[src/mf3_pkg.sv]
// Shared constants and types of the 3x3 median filter.
package mf3_pkg;

   localparam int WIDTH_BITS         = 11;
   localparam int HEIGHT_BITS        = 13;
   localparam int CSR_ADDR_BITS      = 2;
   localparam int CSR_DATA_BITS      = 13;
   localparam int FRAME_WIDTH_RESET  = 640;
   localparam int FRAME_HEIGHT_RESET = 480;
   localparam int OUT_DEPTH          = 8;

   localparam logic [CSR_ADDR_BITS-1:0] CSR_FRAME_WIDTH  = 2'd0;
   localparam logic [CSR_ADDR_BITS-1:0] CSR_FRAME_HEIGHT = 2'd1;

   typedef enum logic {
      REQ_PIXEL = 1'b0,
      REQ_DRAIN = 1'b1
   } req_kind_type;

   // sideband that travels with a result through the pipeline
   typedef struct packed {
      logic valid;
      logic copy;
      logic eor;
      logic eof;
   } meta_type;

endpackage

[src/mf3_median.sv]
// Median-of-nine network, stages two and three, with border-copy bypass.
module mf3_median #(
   parameter int PIXEL_BITS = 8
) (
   input  logic                  clock,
   input  logic                  reset,
   input  logic [PIXEL_BITS-1:0] window [9],
   input  mf3_pkg::meta_type     meta_in,
   input  logic [PIXEL_BITS-1:0] value_in,
   output logic [1:0]            busy,
   output mf3_pkg::meta_type     meta_out,
   output logic [PIXEL_BITS-1:0] pixel_out
);
   import mf3_pkg::*;

   function automatic logic [PIXEL_BITS-1:0] min2(input logic [PIXEL_BITS-1:0] a,
                                                  input logic [PIXEL_BITS-1:0] b);
      return (a < b) ? a : b;
   endfunction

   function automatic logic [PIXEL_BITS-1:0] max2(input logic [PIXEL_BITS-1:0] a,
                                                  input logic [PIXEL_BITS-1:0] b);
      return (a > b) ? a : b;
   endfunction

   function automatic logic [PIXEL_BITS-1:0] med3(input logic [PIXEL_BITS-1:0] a,
                                                  input logic [PIXEL_BITS-1:0] b,
                                                  input logic [PIXEL_BITS-1:0] c);
      return max2(min2(a, b), min2(max2(a, b), c));
   endfunction

   // stage two: each column sorted
   meta_type              m2_meta_ff, m2_meta_in;
   logic [PIXEL_BITS-1:0] m2_val_ff, m2_val_in;
   logic [PIXEL_BITS-1:0] lo_ff [3], lo_in [3];
   logic [PIXEL_BITS-1:0] md_ff [3], md_in [3];
   logic [PIXEL_BITS-1:0] hi_ff [3], hi_in [3];

   // stage three: max of lows, median of mids, min of highs
   meta_type              m3_meta_ff, m3_meta_in;
   logic [PIXEL_BITS-1:0] m3_val_ff, m3_val_in;
   logic [PIXEL_BITS-1:0] maxlo_ff, maxlo_in;
   logic [PIXEL_BITS-1:0] medmd_ff, medmd_in;
   logic [PIXEL_BITS-1:0] minhi_ff, minhi_in;

   always_comb begin
      m2_meta_in = meta_in;
      m2_val_in  = value_in;
      for (int c = 0; c < 3; c++) begin
         lo_in[c] = min2(min2(window[c], window[c+3]), window[c+6]);
         md_in[c] = med3(window[c], window[c+3], window[c+6]);
         hi_in[c] = max2(max2(window[c], window[c+3]), window[c+6]);
      end
      m3_meta_in = m2_meta_ff;
      m3_val_in  = m2_val_ff;
      maxlo_in   = max2(max2(lo_ff[0], lo_ff[1]), lo_ff[2]);
      medmd_in   = med3(md_ff[0], md_ff[1], md_ff[2]);
      minhi_in   = min2(min2(hi_ff[0], hi_ff[1]), hi_ff[2]);
   end

   always_ff @(posedge clock) begin
      if (reset) begin
         m2_meta_ff <= '0;
         m3_meta_ff <= '0;
      end else begin
         m2_meta_ff <= m2_meta_in;
         m3_meta_ff <= m3_meta_in;
      end
      m2_val_ff <= m2_val_in;
      lo_ff     <= lo_in;
      md_ff     <= md_in;
      hi_ff     <= hi_in;
      m3_val_ff <= m3_val_in;
      maxlo_ff  <= maxlo_in;
      medmd_ff  <= medmd_in;
      minhi_ff  <= minhi_in;
   end

   assign busy      = {1'b0, m2_meta_ff.valid} + {1'b0, m3_meta_ff.valid};
   assign meta_out  = m3_meta_ff;
   assign pixel_out = m3_meta_ff.copy ? m3_val_ff : med3(maxlo_ff, medmd_ff, minhi_ff);

endmodule

[config.mk]
export PLATFORM = sky130hd
export DESIGN_NAME = mf3_median
export DESIGN_NICKNAME = d
export VERILOG_FILES = /design/src/mf3_pkg.sv /design/src/mf3_median.sv
export SDC_FILE = /design/constraint.sdc
export NUM_CORES = 1
export LEC_CHECK = 0
export ABC_AREA = 1
export BUFFER_PORTS_ARGS = -buffer_cell sky130_fd_sc_hd__buf_2
export CAP_MARGIN = 30
export CORE_AREA = 2 2 181 183
export CTS_CLUSTER_SIZE = 12
export DETAILED_ROUTE_END_ITERATION = 12
export DIE_AREA = 0 0 183 185
export PLACE_DENSITY_LB_ADDON = 0.15
export SYNTH_ARGS = -nofsm -noshare
export SYNTH_HDL_FRONTEND = slang
export SYNTH_SLANG_ARGS = --single-unit
[constraint.sdc]
create_clock -name clock -period 5.98 [get_ports clock]
set_input_delay 1.196 -clock clock [delete_from_list [all_inputs] [get_ports clock]]
set_output_delay 1.196 -clock clock [all_outputs]
set_load 0.01 [all_outputs]
; ---- Yosys cells after proc, flatten, opt, wreduce, memory -nomap -nowiden
; Cells that the tools add are included.
[op_classes]
n_addsub = 1
mux = 31
n_lt_le_gt_ge = 30
[op_table]
columns = operator, n
row1 = two-way mux 8 bit, 31
row2 = greater-than comparator 8 bit, 15
row3 = < comparator 8 bit, 15
row4 = adder 1 x 1 -> 2 bit, 1
[totals]
register_bits = 120
inputBits = 86
out_inout_bits = 14
elab_cells = 84

; ---- Longest topological paths before layout
[logic_depth]
depth_word = 7
depth_mapped = 34

; ---- Least setup slack after synthesis
; Ideal clock, no wire load.
[synth_path]
path_type = reg2out
start = register medmd_ff[7]
end = output pixel_out[5]
n_path_buf = 2
slack_ps = 836
stages_incl_launch_ff = 27
arrival_time_ps = 3948
t_required_ps = 4784
cell_sequence = dfxtp_1 inv_1 ha_1 a21o_1 nor2_1 nand2_2 nand2_4 buf_2 nand2_1 o21ai_0 ha_1 a21oi_1 nor2_1 a211oi_2 nand3_1 and2_1 ha_1 nand2_1 o21ai_0 nand2_1 a32oi_1 inv_1 buf_2 nor2_1 nor2_1 nand2_1 nand2_1
[synth_via]
elab_chain_len = 7
[synth_rtl]
columns = item, line
row1 = start: declaration, mf3_median.sv:43  ; logic [PIXEL_BITS-1:0] medmd_ff, medmd_in;
row2 = start signal: assignment, mf3_median.sv:75  ; medmd_ff <= medmd_in;
row3 = greater-than comparator 8 bit, mf3_median.sv:23  ; return (a > b) ? a : b;
row4 = two-way mux 8 bit, mf3_median.sv:23
row5 = < comparator 8 bit, mf3_median.sv:18  ; return (a < b) ? a : b;
row6 = two-way mux 8 bit, mf3_median.sv:18
row7 = greater-than comparator 8 bit, mf3_median.sv:23
row8 = two-way mux 8 bit *, mf3_median.sv:23
row9 = two-way mux 8 bit *, mf3_median.sv:81  ; assign pixel_out = m3_meta_ff.copy ? m3_val_ff : med3(maxlo_ff, medmd_ff, minhi_ff);
row10 = end: declaration, mf3_median.sv:12  ; output logic [PIXEL_BITS-1:0] pixel_out
; Mark *: on every way between the ends. The rest lies on a longest branch, timed or not.

; ---- Worst setup path in the final report
[layout_path]
start = register medmd_ff[7]
end = output pixel_out[4]
; The elaborated chain is that of the path after synthesis.

==> summary.md <==
| Metric | Value |
|---|---|
| Final hold violation count | `0` |
| Initial antenna violation count | `0` |
| Vias in the first global route | `8,449` |
| Clock Skew | `0.009127 ns` |
| Std-Cell Rows | `66` |
| Setup ws final | `0.3395 ns` |
| Final nets | `1,766` |
| Post-synth EDFFs | `0` |
| Global-route wire length before repair | `42,120 µm` |
| Largest net degree at the start of global routing | `19` |
| Total wire length | `26,270 µm` |
| Die Ht | `185 µm` |
| GPL Wtd Cong | `0.8000` |
| CP Launch Type | `flop` |
| Actual slew at the worst max-slew pin | `0.9669 ns` |
| Required time of the critical path | `4.78 ns` |
| Post-synthesis cell type count | `31` |
| Total clock sinks | `120` |
| Synthesized area | `9492 µm²` |
| Hold Path Class | `reg -> reg` |
| Drt drc | `0` |
| Slew margin rel. | `34.86%` |
| 1st-iter DRT viols | `367` |
| H-tree lvl count | `4` |
| Number of port buffers | `99` |
| Place WS | `0.4444 ns` |
| CTS Hold Bufs | `0` |
| CTS Buffer Depth | `2` |
| Setup violators final | `0` |
| Max-cap violations | `0` |
| Syn Nets | `1,649` |
| Initial Util | `29.62%` |
| Syn. warnings | `0` |
| Final critical-path share of the clock period | `94.32%` |
| Yosys top cell area share | `25.31%` |
| FMAX | `177.3 MHz` |
| Main flop type after synthesis | `dfxtp_1` |
| Slowest stage cell, crit path | `dfxtp_1` |
| Area delta synth->final | `18.23%` |
| Critical path fanouts, max | `10` |
| Count leader, synth | `nand2_1` |
| Gr usage total | `15.78%` |
| Worst setup path category | `reg -> out` |
| Drt first pass iters | `5` |
| Number of diodes | `0` |
| Synth Instances | `1,393` |
| Fraction of layout cells with a size suffix above 1 | `14.06%` |
| Critical path endpoint category | `output pin` |
| TritonCTS buffer count | `17` |
| Die span in x | `183 µm` |
| Max incr delay on CP | `0.31 ns` |
| Via count | `8,964` |
| Fin Hold WS | `0.3209 ns` |
| CTS root buffer | `clkbuf_16` |
| Most used cell, CP | `nand2_1` |
| Commonest cells in the netlist | `nand2_1 (384), inv_1 (195), ha_1 (170), o21ai_0 (126), dfxtp_1 (120)` |
| Die area | `33,860 µm²` |
| I/O pins | `100` |
| Slew Viols, Final | `0` |
| Post-synthesis sequential area ratio | `25.31%` |
| Gr ovfl total | `0` |
| Routed Antenna Nets | `0` |
| Drt via density | `4.645` |
| Post-synthesis async set-or-reset flop share | `0%` |
| Yosys reg bits | `120` |
| Status | `completed` |
| Core area | `32,040 µm²` |
| Clock Latency Late Sink | `0.42 ns` |
| CTS clk-pin slew, worst paths | `0.06 ns` |
| Tmin final | `5.640 ns` |
| DP Wirelength | `22,170 µm` |
| Synth area leaders | `dfxtp_1 (25%), ha_1 (22%), nand2_1 (15%), inv_1 (7.7%), o21ai_0 (6.6%)` |
| TritonCTS clock tree | `done` |
| Largest area contributor in the netlist | `dfxtp_1` |
| CP Data Arrival Time | `4.44 ns` |
| Syn Area/Cell | `6.814 µm²` |
| Wire length per cell | `13.61 µm` |
[per-layer routing]
metal	part of all wire, %	GRT usage [%]
met5	0	0
met4	1.6	4.448
met3	3.3	2.458
met2	46	27.27
met1	49	20.35
[sequential cells by signal, summed over array words and instances (netlist names)]
register    cells
m3_val_ff       8
hi_ff          24
lo_ff          24
md_ff          24
m2_val_ff       8
minhi_ff        8
maxlo_ff        8
meta_out        4
medmd_ff        8
m2_meta_ff      4
[repair_timing]
item	in CTS	in global routing
buffers inserted	2	2
endpoints found under the setup margin	1	8
pin swaps	1	5
gates resized for setup	0	13
cloned	0	0
[placed cells by master (no fill, tap or decap), types with 9 or more instances in the layout]
cell type / count
nand2_1: 384
inv_1: 195
ha_1: 169
o21ai_0: 123
dfxtp_1: 117
buf_2: 99
a21oi_1: 95
nor2_1: 81
nand3_1: 78
o21ai_1: 30
buf_4: 25
clkbuf_16: 17
o21ai_2: 14
nand2_2: 13
and2_1: 9
[per-stage QoR]
stage | cells | instance area, µm² | utilization [%] | TNS (ns)
final | 1930 | 11220 | 35.02 | 0
after detailed placement | 1894 | 10520 | 32.83 | 0
after floorplan | 1393 | 9492 | - | 0
after global placement | 1894 | 10520 | 32.83 | 0
after global routing | 1930 | 11220 | 35.02 | -0.007081
after CTS | 1927 | 11160 | 34.83 | 0
[worst max-delay path, delay by kind of cell (launching register included)]
family | cells | cell delay (ns)
buffers and inverters | 7 | 0.81
AND/OR/NAND/NOR | 17 | 1.67
flip-flops | 1 | 0.31
AO/OA/AOI/OAI | 3 | 0.37
adder cells (fa/ha/maj) | 3 | 0.87
[final cells by class]
cell class                      count  area [µm²]
Inverter                          199       747.0
Timing Repair Buffer              124       683.2
Sequential cell                   120        2406
Clock buffer                       17       425.4
Tap cell                          408       510.5
Fill cell                        3499       20820
Clock inverter                     14       198.9
Multi-Input combinational cell   1048        6251
[cell families after synthesis]
logic type,Yosys count,share of synthesized area [%]
compound gates,296,17.62
fa+ha+maj,170,22.41
buf+inv,225,9.214
flops,120,25.31
simple gates,582,25.44
[final timing paths]
check | from | endpoint | slack, ns | cells past startpoint
worst max register to register | md_ff[15] | medmd_ff[0] | 1.05 | 23
worst max-delay path | medmd_ff[7] | pixel_out[4] | 0.34 | 30
worst min register to register | m2_val_ff[7] | m3_val_ff[7] | 0.32 | 0
worst min-delay path | m2_val_ff[7] | m3_val_ff[7] | 0.32 | 0
Power is not shown: default switching activity piles up to over one toggle a cycle in this logic, so the estimate is an artifact.
