==> config.mk <==
export PLATFORM = sky130hd
export DESIGN_NAME = mf3_out_fifo
export DESIGN_NICKNAME = d
export VERILOG_FILES = /design/src/mf3_out_fifo.sv
export SDC_FILE = /design/constraint.sdc
export NUM_CORES = 1
export LEC_CHECK = 0
export BUFFER_PORTS_ARGS = -buffer_cell sky130_fd_sc_hd__buf_4
export CAP_MARGIN = 20
export CORE_AREA = 2 2 100 102
export DETAILED_ROUTE_END_ITERATION = 12
export DIE_AREA = 0 0 102 104
export PLACE_DENSITY = 0.61
export SLEW_MARGIN = 20
export SYNTH_ARGS = -nofsm -noshare
export SYNTH_HDL_FRONTEND = slang
export SYNTH_SLANG_ARGS = --single-unit
==> constraint.sdc <==
create_clock -name clock -period 4.7 [get_ports clock]
set_input_delay 0 -clock clock [delete_from_list [all_inputs] [get_ports clock]]
set_output_delay 0 -clock clock [all_outputs]
set_load 0.1 [all_outputs]
==> src/mf3_out_fifo.sv <==
// Result queue that decouples the pipeline from response back-pressure.
module mf3_out_fifo #(
   parameter int WIDTH = 10,
   parameter int DEPTH = 8
) (
   input  logic                       clock,
   input  logic                       reset,
   input  logic                       push,
   input  logic [WIDTH-1:0]           push_data,
   input  logic                       pop,
   output logic                       not_empty,
   output logic [WIDTH-1:0]           head,
   output logic [$clog2(DEPTH+1)-1:0] count
);

   localparam int AW = $clog2(DEPTH);
   localparam int CW = $clog2(DEPTH + 1);

   logic [WIDTH-1:0] mem_ff [DEPTH];
   logic [AW-1:0]    wr_ptr_ff, wr_ptr_in;
   logic [AW-1:0]    rd_ptr_ff, rd_ptr_in;
   logic [CW-1:0]    count_ff, count_in;

   function automatic logic [AW-1:0] step(input logic [AW-1:0] p);
      return (p == AW'(DEPTH - 1)) ? '0 : p + AW'(1);
   endfunction

   always_comb begin
      wr_ptr_in = push ? step(wr_ptr_ff) : wr_ptr_ff;
      rd_ptr_in = pop ? step(rd_ptr_ff) : rd_ptr_ff;
      count_in  = count_ff + CW'(push) - CW'(pop);
   end

   always_ff @(posedge clock) begin
      if (reset) begin
         wr_ptr_ff <= '0;
         rd_ptr_ff <= '0;
         count_ff  <= '0;
      end else begin
         wr_ptr_ff <= wr_ptr_in;
         rd_ptr_ff <= rd_ptr_in;
         count_ff  <= count_in;
      end
      if (push) begin
         mem_ff[wr_ptr_ff] <= push_data;
      end
   end

   assign not_empty = count_ff != '0;
   assign head      = mem_ff[rd_ptr_ff];
   assign count     = count_ff;

endmodule

Word level (Yosys, flattened, before mapping)
Memory sizes are Yosys's and may differ from the RTL's. A register that Yosys moved wholly into a read port is not among the register bits.
Index checks and enable logic that the tools add are counted.
{"block": "word_totals", "wordCells": 17, "n_memories": 1, "mem_bits_rw": 80, "reg_bits": 10, "out_inout_bits": 15, "input_bits": 14}
{"name": "mem_ff", "words": 8, "width": 10, "read_ports": 1, "rd_ports_with_merged_regs": 1, "wr": 1, "line_no": "19", "rtl": "logic [WIDTH-1:0] mem_ff [DEPTH];"}
{"block": "classes", "eq_ne": 2, "n_addsub": 4, "muxes": 6, "reduce_logical": 1}
{"op": "two-way mux 3 bit", "count": 4}
{"op": "adder 3 x 1 -> 3 bit (second input constant)", "count": 2}
{"op": "equality test 3 bit (second input constant)", "count": 2}
{"op": "adder 4 x 1 -> 4 bit", "count": 1}
{"op": "nonzero test 4 bit", "count": 1}
{"op": "subtractor 4 x 1 -> 4 bit", "count": 1}
{"op": "two-way mux 1 bit", "count": 2}

Logic depth before layout (Yosys ltp)
Gate-level depths: netlist (run 1).
{"block": "depth", "ltp_word": 4, "mapped_depth": 7, "ltp_nobuf": 7}

Worst setup path before layout (run 1)
Ideal clock, no wire load.
{"block": "synth_timing", "path_type": "register -> register", "startpoint": "register count_ff[0], in the netlist count[0]", "endpoint": "register count_ff[2], in the netlist count[2]", "stages_incl_launch_ff": 8, "synth_period_minus_slack_ps": 2264, "arrival_time_ps": 2137, "t_required_ps": 4572, "path_buffers": 0, "setup_slack_ps": 2436, "setup_ps": 128, "cell_sequence": "dfxtp_1 > inv_1 > ha_1 > inv_1 > ha_1 > fa_1 > xnor2_1 > nor2_1"}
{"block": "synth_between", "elab_chain_cells": 2}
{"item": "start, declared", "line_no": "22", "rtl": "logic [CW-1:0] count_ff, count_in;"}
{"item": "start signal, assigned", "line_no": "42", "rtl": "count_ff <= count_in;"}
{"item": "adder 4 x 1 -> 4 bit", "line_no": "31", "rtl": "count_in = count_ff + CW'(push) - CW'(pop);"}
{"item": "subtractor 4 x 1 -> 4 bit", "line_no": "31"}
No other way between the ends.
A chain may end at the register's enable or synchronous reset.

==> results of run 1 <==
==> state kept, by name, summed over array words and instances (netlist names), named ones only <==
| signal | count |
|---|---|
| mem_ff | 80 |
| rd_ptr_ff | 3 |
| count | 4 |
| wr_ptr_ff | 3 |
==> cells by family (layout without fill, tap and decap cells) <==
kind of cell	Yosys count	in the layout	synth area share [%]
AOI/OAI and AO/OA	7	7	1.04
xor gates and xnor gates	1	1	0.236
adders and majority gates	10	10	3.57
buffers and inverters	13	72	1.72
DFF	93	93	71.6
muxes	32	32	17.7
and+or+nand+nor	30	30	4.07
==> routing by layer <==
layer	share of wire [%]	up-vias
met5	0	-
met4	2.4	0
met3	2.7	9
met2	52	24
met1	43	908
li1	-	859
==> cell type report <==
type | instances | area (um2)
tap | 133 | 166
multi-input combinational | 80 | 992
timing repair buffer | 49 | 410
clock inverter | 6 | 63.8
fill | 839 | 5100
inverter | 7 | 26.3
sequential | 93 | 2660
clock buffer | 10 | 128
==> power groups by stage <==
| stage | Combinational [mW] | Sequential (mW) | Clock (mW) |
|---|---|---|---|
| after global placement | 0.374 | 0.962 | 0 |
| after CTS | 0.389 | 0.945 | 0.526 |
| final | 0.387 | 0.944 | 0.509 |
| after detailed placement | 0.379 | 0.963 | 0 |
| after floorplan | 0.230 | 1.03 | 0 |
| after global routing | 0.415 | 0.947 | 0.555 |
==> cells in the mapped netlist <==
master and n:
fa_1 1, edfxtp_1 80, xnor2_1 1, mux2_2 10, nand3b_1 2, nor3b_1 1, inv_1 7, nor2b_1 3
nor3_1 2, buf_1 1, nand3_1 2, ha_1 9, nor2_1 11, mux4_1 20, buf_6 2, a21oi_1 5
a31o_2 1, o21ai_0 1, nand2b_1 6, mux2i_1 2, clkbuf_1 3, dfxtp_1 13, nand2_1 3
==> through the flow <==
step | cells | cell area (um2) | total power, mW | utilization [%] | worst slack, ns
finish | 378 | 4450 | 1.84 | 46.6 | 2.11
global route | 378 | 4450 | 1.92 | 46.6 | 1.99
CTS | 378 | 4450 | 1.86 | 46.6 | 2.03
detailed placement | 348 | 4120 | 1.34 | 43.1 | 2.43
global placement | 345 | 4090 | 1.34 | 42.8 | 2.45
floorplan | 186 | 3720 | 1.26 | - | 2.44
==> critical path, stage by stage (launching register included) <==
cell and delay, ns:
dfxtp_1 1.03, mux4_1 0.66, mux2_2 0.29, buf_4 0.23
==> worst max path at each step <==
stage	from	end	depth (start not counted)
finish	flip-flop	head[6]	3
global route	flip-flop	head[5]	3
CTS	flip-flop	head[6]	3
detailed placement	flip-flop	head[6]	3
global placement	flip-flop	head[6]	3
floorplan	count[0]$_SDFF_PP0_	count[2]$_SDFF_PP0_	7
==> timing repair <==
action                                 4_1_cts  5_1_grt
setup endpoints to repair                    0        0
endpoints found under the hold margin       92        0
hold buffers                                14        0
==> results.toml, run 1 <==
[logic_synthesis]
synth_area_leader_cell = "edfxtp_1"
syn_nets = 210
syn-mean-instance-area_um2 = 20.0
synth_top_area_share_pct = 64.6
ys_ff_latch = 93
ys_top_cells_by_area = "edfxtp_1 65%, mux4_1 14%, dfxtp_1 7.0%"
synth.distinct_cells = 23
yosysWarnings = 0
synthCells = 186
yosysSeqAreaShare_pct = 71.6
syn_area_mm2 = 0.00372

[clock_tree]
post_cts_resize_count = 0
clk_path_buf_depth = 2
cts_root_buf = "clkbuf_8"
cts_setup_buffers = 0
numCtsBuffers = 9
clk_pin_slew_ns = 0.08
htree_num_levels = 3
tritoncts = "built"
clock-sinks = 93
insertion_delay_ns = 0.36

[power]
p_switching_mw = 0.555
sequentialPowerShare_pct = 51.3
p_int_mw = 1.28
pwr-share-comb_pct = 21.0
switching_share_pct = 30.2
p_per_area_mw_per_mm2 = 413
leakagePower_nw = 1.55
clkPwrFrac_pct = 27.7
ir_worst_vdd_uv = 245

[global_routing]
grt_overflow = 0
grt_start_max_net_pins = 21
use_met2_pct = 20.7
top_usage_layer = "met2"
grtUsageMet3_pct = 2.76
grtUsageTotal_pct = 12.9
antenna_found_initial = 0
grt_pass1_wl_um = 9840
grt_pass1_vias = 1843
grt_use_met1_pct = 16.4

[timing]
rsz0062_at_grt = "false"
final-setup-viol-count = 0
fin_tns_setup_ns = 0
min_period_ns = 2.59
hold-worst-slack_ns = 0.416
slew_violations = 0
skew_ns = 0.00659
period_share_pct = 55.1
finalHoldViolations = 0
worst_pin_slew_ns = 1.07
timing.fmax_ghz = 0.386
relSlewSlack_pct = 28.8

[critical_path]
worstSetupEndpointType = "output pin"
cp-start-kind = "flip-flop"
cp_max_fo = 20
setup.worst_path.class = "flip-flop to output pin"
rr_endpoint = "mem_ff[1][0]$_DFFE_PP_"
crit_required_ns = 4.70
reg2reg_slack_ns = 3.03
rr_worst_depth = 3
crit-reg2reg-launch = "wr_ptr_ff[0]$_SDFFE_PP0P_"
critPathArrivalTime_ns = 2.59

[cells_and_area]
area_growth_pct = 19.7
drive_gt1_share_pct = 24.9
final_cell_mix = "80 x edfxtp_1, 33 x buf_4, 20 x mux4_1"
final_common_cell = "edfxtp_1"
n_antenna_cell = 0
nets = 264

[drt]
via_per_inst = 4.76
drt_first_iter_violations = 94
drt-total-wl_um = 6390
drc = 0
via_count = 1800
dr.pass1.iters = 4
ant_nets = 0
wl_per_cell_um = 16.9

[worst_hold_path]
hold_depth = 2
hold_path_startpoint = "push_data[5]"
hold_class = "input port to flip-flop"
whs_endpoint = "mem_ff[0][5]$_DFFE_PP_"

[floorplan]
start_util_pct = 38.9
num_io_pins = 29
rows = 36
die_area_mm2 = 0.0106
die_w_um = 102
core_area_mm2 = 0.00955
die_y_um = 104

[placement]
place_hpwl_um = 3900
io_buffers = 28
gp_congestion = 0.692

[run]
drv_cap = 0

[outcome]
status = "finished clean"
Note: power is estimated with default switching activity, not from simulation.
==> run 2, diff against run 1 <==
ABC_AREA = 1   (was default)
CORE_AREA = 2 2 106 108   (was 2 2 100 102)
DIE_AREA = 0 0 108 110   (was 0 0 102 104)
clock period = 2.6 ns   (was 4.7 ns; I/O delays follow)
==> results.toml, run 2 <==
[outcome]
status = "finished clean"

[placement]
gp_congestion = 0.768
placed_cell_area_mm2 = 0.00455
place_hpwl_um = 5180
io_buffers = 28

[cells_and_area]
nets = 505
top_register = "mem_ff"
final_util_pct = 46.0
area_growth_pct = 17.5
fin_area_mm2 = 0.00492
final_cell_mix = "134 x nand2_1, 97 x inv_1, 80 x edfxtp_1"
drive_gt1_share_pct = 13.6
largest_reg_flops = 80
n_antenna_cell = 0
final_common_cell = "nand2_1"

[logic_synthesis]
ys_ff_latch = 93
synthFlopType = "edfxtp_1"
synthCells = 430
syn_area_mm2 = 0.00419
syn-mean-instance-area_um2 = 9.74
yosysWarnings = 0
synth-async-reset-ratio_pct = 0
synth.distinct_cells = 19
syn_nets = 454
synth_top_area_share_pct = 57.4
synth_area_leader_cell = "edfxtp_1"
ys_top_cells_by_area = "edfxtp_1 57%, nand2_1 12%, inv_1 8.7%"
yosysMostFrequentCell = "nand2_1"
synth_edf_count = 80
ys_top_cells_by_count = "134 x nand2_1, 97 x inv_1, 80 x edfxtp_1, 43 x nand3_1, 16 x nor2_1"
yosysSeqAreaShare_pct = 63.6

[critical_path]
critPathBufInv = 3
critPathMostFrequentCell = "nand2_1"
cp_slowest_cell = "dfxtp_1"
setup.worst_path.class = "flip-flop to output pin"
cp-start-kind = "flip-flop"
cp_top_family = "buffers and inverters"
cp_max_fo = 25
crit-reg2reg-launch = "wr_ptr_ff[1]$_SDFFE_PP0P_"
worstSetupEndpointType = "output pin"
crit_required_ns = 2.60
slowest_delay_ns = 0.33
critPathArrivalTime_ns = 1.90
rr_worst_depth = 6
rr_endpoint = "wr_ptr_ff[1]$_SDFFE_PP0P_"
reg2reg_slack_ns = 1.01
path_cells = "buf_4, buf_4, nand2_1, nand3_1, nand2_1, nand2_1, nand2_1, buf_4"

[worst_hold_path]
hold_path_startpoint = "reset"
hold_class = "input port to flip-flop"
whs_endpoint = "count[0]$_SDFF_PP0_"
hold_depth = 3

[floorplan]
core_area_mm2 = 0.0107
num_io_pins = 29
start_util_pct = 39.1
rows = 38
die_area_mm2 = 0.0119
die_y_um = 110
die_w_um = 108

[timing]
fin_tns_setup_ns = 0
final-setup-viol-count = 0
slew_violations = 0
skew_ns = 0.00978
min_period_ns = 1.90
worst_pin_slew_ns = 0.692
relSlewSlack_pct = 53.8
period_share_pct = 73.2
timing.fmax_ghz = 0.525
finalHoldViolations = 0
rsz0062_at_grt = "false"

[global_routing]
grt_start_max_net_pins = 41
grt_overflow = 0
grt_pass1_vias = 2779
antenna_found_initial = 0
grtUsageTotal_pct = 15.8
grt_pass1_wl_um = 13900

[drt]
dr.pass1.iters = 4
drc = 0
via_per_inst = 4.46
drt-total-wl_um = 8300
wl_per_cell_um = 13.3
drt_first_iter_violations = 98
ant_nets = 0
via_count = 2795

[clock_tree]
clock-sinks = 93
htree_num_levels = 3
tritoncts = "built"
clk_pin_slew_ns = 0.09
numCtsBuffers = 9
cts_setup_buffers = 0
insertion_delay_ns = 0.36
clk_path_buf_depth = 2
cts_root_buf = "clkbuf_8"

[power]
p_per_area_mw_per_mm2 = 747
ir_worst_vdd_uv = 753
leakagePower_nw = 2.29

[run]
drv_cap = 0
run 2: cell types whose count changed after synthesis, moves of 5 or more:
cell,delta
inv_1,+90
nand3_1,+41
nor2_1,+5
mux2_2,-10
mux4_1,-20
nand2_2,+10
buf_2,+5
nand2b_1,-6
nand2_1,+131
run 2: per-stage QoR:
stage / power, mW / worst slack, ns / hold WS (ns) / cells
global placement: 2.63 / 1.06 / 0.230 / 596
detailed placement: 2.64 / 1.02 / 0.239 / 596
global route: 3.85 / 0.499 / 0.415 / 626
CTS: 3.71 / 0.660 / 0.391 / 626
finish: 3.68 / 0.696 / 0.413 / 626
floorplan: 2.44 / 0.349 / 0.0691 / 430
run 2: kinds of logic after synthesis:
kind of cell / count (synthesis) / share of synthesized area [%]
flip-flops: 93 / 63.6
AND/OR/NAND/NOR: 204 / 20.2
AO/OA/AOI/OAI: 9 / 1.14
XOR/XNOR: 1 / 0.209
adder cells (fa/ha/maj): 10 / 3.17
buffers and inverters: 113 / 11.7
run 2: worst min-delay path: cells and delay by family:
kind | cells | cell delay (ns)
and+or+nand+nor | 1 | 0.05
buffers and inverters | 2 | 0.68
run 2: how the worst max path moves through the flow:
stage | to | slack [ns] | cells past startpoint
floorplan | count[2]$_SDFF_PP0_ | 0.35 | 7
global placement | count[2]$_SDFF_PP0_ | 1.06 | 7
detailed placement | count[2]$_SDFF_PP0_ | 1.02 | 7
CTS | head[3] | 0.66 | 8
global route | head[2] | 0.50 | 8
finish | head[2] | 0.70 | 8
run 2: timing repair:
action / CTS / global route
endpoints found under the hold margin: 92 / 0
gates resized for setup: 0 / 0
hold buffers: 14 / 0
endpoints found under the setup margin: 0 / 0
run 2: area by class of cell:
type | instances | area [um2]
multi-input cells | 224 | 1040
repair buffers | 54 | 440
fillers | 1023 | 5780
clock inverters | 2 | 35.0
flip-flops and latches | 93 | 2660
inverters | 99 | 377
clock buffers | 14 | 195
well taps | 140 | 175
run 2: per-layer routing:
layer / part of all wire, % / GRT usage (%) / vias up
met1: 47 / 20.1 / 1304
met5: 0 / 0 / -
met4: 1.1 / 5.04 / 0
li1: - / - / 1427
met2: 47 / 26.7 / 56
met3: 5.1 / 3.94 / 8
run 2: where the power goes:
part           switching (mW)  internal, mW
sequential             0.0237          1.68
clock                   0.474         0.587
combinational           0.684         0.227
